<file path="src/hdl/vrtb_pkg.sv">
// vrtb_pkg: shared types, register indexes and saturation helpers
// for the vertex rotate/translate/bounding-box block; no dependencies
`timescale 1ns / 1ps

package vrtb_pkg;

    localparam int POS_W   = 32;
    localparam int NORM_W  = 16;
    localparam int IDX_W   = 16;
    localparam int ANGLE_W = 16;
    localparam int PROD_W  = ANGLE_W + POS_W;   // angle times position
    localparam int NPROD_W = ANGLE_W + NORM_W;  // angle times normal
    localparam int FRAC_W  = 14;                // Q2.14 angle fraction
    localparam int CFG_IDX_W  = 3;
    localparam int CFG_DATA_W = 32;
    localparam int S_TDATA_W  = 3 * POS_W + 3 * NORM_W + IDX_W;
    localparam int M_TDATA_W  = 7 * POS_W + 3 * NORM_W + IDX_W;

    localparam logic [CFG_IDX_W-1:0] REG_COS_ANGLE   = 3'd0;
    localparam logic [CFG_IDX_W-1:0] REG_SIN_ANGLE   = 3'd1;
    localparam logic [CFG_IDX_W-1:0] REG_OFFSET_X    = 3'd2;
    localparam logic [CFG_IDX_W-1:0] REG_OFFSET_Y    = 3'd3;
    localparam logic [CFG_IDX_W-1:0] REG_OFFSET_Z    = 3'd4;
    localparam logic [CFG_IDX_W-1:0] REG_BASE_VERTEX = 3'd5;

    localparam logic KIND_VERTEX = 1'b0;
    localparam logic KIND_INDEX  = 1'b1;

    localparam logic [ANGLE_W-1:0] COS_RESET = 16'h4000;
    localparam logic [POS_W-1:0]   POS_MAX   = 32'h7FFF_FFFF;
    localparam logic [POS_W-1:0]   POS_MIN   = 32'h8000_0000;
    localparam logic [NORM_W-1:0]  NORM_MAX  = 16'h7FFF;
    localparam logic [NORM_W-1:0]  NORM_MIN  = 16'h8000;

    typedef struct packed {
        logic signed [ANGLE_W-1:0] cos_angle;
        logic signed [ANGLE_W-1:0] sin_angle;
        logic signed [POS_W-1:0]   offset_x;
        logic signed [POS_W-1:0]   offset_y;
        logic signed [POS_W-1:0]   offset_z;
        logic [IDX_W-1:0]          base_vertex;
    } cfg_t;

    typedef struct packed {
        logic                     kind;
        logic signed [POS_W-1:0]  pos_x;
        logic signed [POS_W-1:0]  pos_y;
        logic signed [POS_W-1:0]  pos_z;
        logic signed [NORM_W-1:0] norm_x;
        logic signed [NORM_W-1:0] norm_y;
        logic signed [NORM_W-1:0] norm_z;
        logic [IDX_W-1:0]         index_in;
    } item_t;

    typedef struct packed {
        logic                      kind;
        logic signed [PROD_W-1:0]  cx;
        logic signed [PROD_W-1:0]  sy;
        logic signed [PROD_W-1:0]  sx;
        logic signed [PROD_W-1:0]  cy;
        logic signed [NPROD_W-1:0] ncx;
        logic signed [NPROD_W-1:0] nsy;
        logic signed [NPROD_W-1:0] nsx;
        logic signed [NPROD_W-1:0] ncy;
        logic signed [POS_W-1:0]   pos_z;
        logic signed [NORM_W-1:0]  norm_z;
        logic [IDX_W-1:0]          index_in;
    } prod_t;

    typedef struct packed {
        logic              kind;
        logic [POS_W-1:0]  out_x;
        logic [POS_W-1:0]  out_y;
        logic [POS_W-1:0]  out_z;
        logic [NORM_W-1:0] out_norm_x;
        logic [NORM_W-1:0] out_norm_y;
        logic [NORM_W-1:0] out_norm_z;
        logic [IDX_W-1:0]  index_out;
    } xform_t;

    typedef struct packed {
        logic [POS_W-1:0] min_x;
        logic [POS_W-1:0] min_y;
        logic [POS_W-1:0] max_x;
        logic [POS_W-1:0] max_y;
    } box_t;

    // clamp a 36-bit two's complement value to 32 bits
    function automatic logic [POS_W-1:0] sat_pos36(input logic [POS_W+3:0] v);
        logic [POS_W-1:0] r;
        if (v[POS_W+3:POS_W-1] == {5{v[POS_W+3]}}) begin
            r = v[POS_W-1:0];
        end else begin
            r = v[POS_W+3] ? POS_MIN : POS_MAX;
        end
        return r;
    endfunction

    // clamp a 33-bit two's complement value to 32 bits
    function automatic logic [POS_W-1:0] sat_pos33(input logic [POS_W:0] v);
        logic [POS_W-1:0] r;
        if (v[POS_W] == v[POS_W-1]) begin
            r = v[POS_W-1:0];
        end else begin
            r = v[POS_W] ? POS_MIN : POS_MAX;
        end
        return r;
    endfunction

    // clamp a 19-bit two's complement value to 16 bits
    function automatic logic [NORM_W-1:0] sat_norm19(input logic [NORM_W+2:0] v);
        logic [NORM_W-1:0] r;
        if (v[NORM_W+2:NORM_W-1] == {4{v[NORM_W+2]}}) begin
            r = v[NORM_W-1:0];
        end else begin
            r = v[NORM_W+2] ? NORM_MIN : NORM_MAX;
        end
        return r;
    endfunction

endpackage

</file>
<file path="src/hdl/vrtb_round_sat.sv">
// vrtb_round_sat: sums the products, rounds, translates and saturates;
// index items get base_vertex added instead; depends on vrtb_pkg
`timescale 1ns / 1ps

module vrtb_round_sat
    import vrtb_pkg::*;
(
    input  prod_t  prod,
    input  cfg_t   cfg,
    output xform_t xf
);

    logic signed [PROD_W:0]   sum_x;
    logic signed [PROD_W:0]   sum_y;
    logic signed [NPROD_W:0]  sum_nx;
    logic signed [NPROD_W:0]  sum_ny;
    logic [POS_W+3:0]         trans_x;
    logic [POS_W+3:0]         trans_y;
    logic [POS_W:0]           trans_z;

    always_comb begin
        // round half up: add half an lsb, then drop the fraction bits
        sum_x  = (PROD_W+1)'(prod.cx) - (PROD_W+1)'(prod.sy) + (PROD_W+1)'(8192);
        sum_y  = (PROD_W+1)'(prod.sx) + (PROD_W+1)'(prod.cy) + (PROD_W+1)'(8192);
        sum_nx = (NPROD_W+1)'(prod.ncx) - (NPROD_W+1)'(prod.nsy) + (NPROD_W+1)'(8192);
        sum_ny = (NPROD_W+1)'(prod.nsx) + (NPROD_W+1)'(prod.ncy) + (NPROD_W+1)'(8192);

        trans_x = {sum_x[PROD_W], sum_x[PROD_W:FRAC_W]}
                + {{4{cfg.offset_x[POS_W-1]}}, cfg.offset_x};
        trans_y = {sum_y[PROD_W], sum_y[PROD_W:FRAC_W]}
                + {{4{cfg.offset_y[POS_W-1]}}, cfg.offset_y};
        trans_z = {prod.pos_z[POS_W-1], prod.pos_z}
                + {cfg.offset_z[POS_W-1], cfg.offset_z};

        xf.kind = prod.kind;
        if (prod.kind == KIND_INDEX) begin
            xf.out_x      = '0;
            xf.out_y      = '0;
            xf.out_z      = '0;
            xf.out_norm_x = '0;
            xf.out_norm_y = '0;
            xf.out_norm_z = '0;
            xf.index_out  = prod.index_in + cfg.base_vertex;
        end else begin
            xf.out_x      = sat_pos36(trans_x);
            xf.out_y      = sat_pos36(trans_y);
            xf.out_z      = sat_pos33(trans_z);
            xf.out_norm_x = sat_norm19(sum_nx[NPROD_W:FRAC_W]);
            xf.out_norm_y = sat_norm19(sum_ny[NPROD_W:FRAC_W]);
            xf.out_norm_z = prod.norm_z;
            xf.index_out  = '0;
        end
    end

endmodule

</file>
<file path="config.mk">
export PLATFORM = sky130hd
export DESIGN_NAME = vrtb_round_sat
export DESIGN_NICKNAME = d
export VERILOG_FILES = /design/src/hdl/vrtb_pkg.sv /design/src/hdl/vrtb_round_sat.sv
export SDC_FILE = /design/constraint.sdc
export NUM_CORES = 1
export LEC_CHECK = 0
export BUFFER_PORTS_ARGS = -buffer_cell sky130_fd_sc_hd__buf_2
export CORE_AREA = 5 5 269 271
export DETAILED_ROUTE_END_ITERATION = 16
export DIE_AREA = 0 0 274 276
export PLACE_DENSITY = 0.52
export SYNTH_ARGS = -nofsm -noshare
export SYNTH_HDL_FRONTEND = slang
export SYNTH_SLANG_ARGS = --single-unit
</file>
<file path="constraint.sdc">
create_clock -name vclk -period 7.5
set_clock_uncertainty 0.05 [all_clocks]
set_input_delay 0.375 -clock vclk [all_inputs]
set_output_delay 0.375 -clock vclk [all_outputs]
set_load 0.02 [all_outputs]
</file>
==> results.py <==
metrics = {
    "run_status": {
        "outcome": "finished, final reports clean",
    },
    "routing": {
        "viasPerCell": 4.74,
        "drt_iter0_markers": 761,
        "via_count": 17100,
        "ant_nets": 0,
        "routed_wl_mm": 62.7,
        "dr.pass1.iters": 5,
        "drc": 0,
        "wire_per_inst_um": 17.4,
    },
    "timing": {
        "fin_tns_setup_ps": 0,
        "period_share_pct": 95.6,
        "setup_violations": 0,
        "period_needed_ps": 7170,
        "slew_headroom_pct": 37.8,
        "worstMarginPinSlew_ps": 929,
        "drv_slew": 0,
        "final_hold_viol_count": 0,
        "finalWorstSetupSlack_ps": 331,
        "max_freq_mhz": 139,
    },
    "floorplanning": {
        "core_um2": 69500,
        "num_rows": 97,
        "die_area_um2": 75600,
        "ios": 690,
        "die_w_um": 274,
        "floorplan.initialDensity_pct": 22.0,
        "fp.dieH_um": 276,
    },
    "worst_setup_path": {
        "cp.required_ps": 7070,
        "crit_type": "input pin to output pin",
        "critPathMaxStageDelay_ps": 380,
        "start_kind": "input pin",
        "slowest_stage": "a2111oi_2",
        "cp_data_arrival_time_ps": 6740,
        "cpMostUsedCell": "a21o_1",
        "worstSetupEndpoint": "xf[156]",
        "end_kind": "output pin",
        "crit_start": "prod[309]",
        "crit_fanout": 7,
    },
    "yosys": {
        "ys_types": 90,
        "synth_xor_xnor_area_share_pct": 10.8,
        "synth-simple-area-share_pct": 16.0,
        "synthCells": 2011,
        "ys_seq_area_share_pct": 0,
        "synth-compound-area-share_pct": 32.0,
        "ys.warnings.count": 0,
        "synth_top_family_by_area": "adder cells",
        "synth_top_area_share_pct": 35.1,
        "muxShareOfSynthArea_pct": 0.229,
        "syn_area_um2": 15300,
        "synth_top_area_cell": "ha_1",
        "avgSynthCellArea_um2": 7.60,
        "synth_nets": 2972,
        "synth.top_cells.by_area": "ha_1 (35%), xnor2_1 (7.2%), o21a_1 (6.7%)",
        "synth_fa_ha_area_share_pct": 35.6,
    },
    "finish": {
        "regArea_um2": 0,
        "layout_common_cells": "buf_2 (658), ha_1 (426), a21oi_1 (184)",
        "final_common_cell": "buf_2",
        "clkbuf_count": 0,
        "seq_cells": 0,
        "final_cells": 3596,
        "final_area_um2": 20000,
        "final_nets": 3611,
        "syn_to_final_growth_pct": 30.7,
        "drive_gt1_share_pct": 28.1,
    },
    "placed_design": {
        "gp_congestion": 0.875,
        "io_buffers": 658,
        "place_ws_ps": 162,
        "dpl.hpwl_mm": 55.7,
        "placed_cells": 3578,
        "dpl_cell_area_um2": 19700,
    },
    "min_path": {
        "hold_path.class": "input pin to output pin",
        "hold_depth": 3,
    },
    "global_route": {
        "grt_max_degree": 33,
        "track_usage_pct": 15.0,
        "grt_pass1_wl_mm": 92.1,
        "overflow": 0,
        "grt_pass1_vias": 16600,
        "grt_antenna_before_repair": 16,
    },
    "clock_network": {
        "cts_hold_buf": 0,
    },
    "job": {
        "drv_cap": 0,
    },
}
-- kinds of logic after synthesis --
group / Yosys count
buf+inv: 205
simple gates: 469
mux: 3
compound gates: 714
fa+ha+maj: 432
xor+xnor: 188
-- how the worst min path moves through the flow --
stage                   start  endpoint  slack (ps)
finish               prod[19]    xf[19]        1030
global route         prod[16]    xf[16]        1040
detailed placement   prod[19]    xf[19]        1030
floorplan           prod[384]   xf[160]         810
global placement     prod[16]    xf[16]        1030
CTS                  prod[19]    xf[19]        1030
-- layout make-up --
type / count / area [um^2]
diodes: 8 / 20.0
fillers: 7779 / 49600
inverters: 156 / 586
multi-input cells: 1808 / 14600
well taps: 940 / 1180
repair buffers: 684 / 3550
-- metrics by stage --
stage	utilization [%]	hold WS [ps]
final	28.7	1030
after global routing	28.7	1040
after CTS	28.3	1030
after detailed placement	28.3	1030
after global placement	28.3	1030
after floorplan	-	813
-- per-layer routing --
metal,vias up,track usage [%],part of all wire [%]
li1,8738,-,-
met1,7660,18.4,41
met2,561,26.7,48
met3,88,3.31,7.6
met4,14,3.26,3.1
met5,-,0,0.14
-- synth_stat cells (5+ instances only) --
cell type	count
a21o_1	123
o21ai_0	66
xnor2_1	125
ha_1	428
nand2b_1	18
clkbuf_1	33
o21bai_1	36
nand4_1	25
or3_1	14
o2111ai_1	5
a31oi_1	16
nand4b_1	5
a211o_1	5
o211ai_1	18
buf_2	8
nand3b_1	6
o22ai_1	5
nand3_1	46
and3_1	16
o21a_1	136
nor2b_1	49
and2_1	28
a211oi_1	10
nor3_1	40
nor3b_1	6
inv_1	154
a21oi_1	187
o21ai_1	22
nand2_1	72
xor2_1	63
nor2_1	117
-- what timing repair did --
| item | 4_1_cts | 5_1_grt |
|---|---|---|
| setup endpoints to repair | 0 | 52 |
| setup buffers | 0 | 5 |
| resized for setup | 0 | 24 |
| hold endpoints to repair | 0 | 0 |
-- worst max-delay path: cells and delay by family --
kind	cells	cell delay, ps
xor+xnor	1	100
fa+ha+maj	3	900
buf+inv	5	560
compound gates	14	3150
simple gates	9	1650
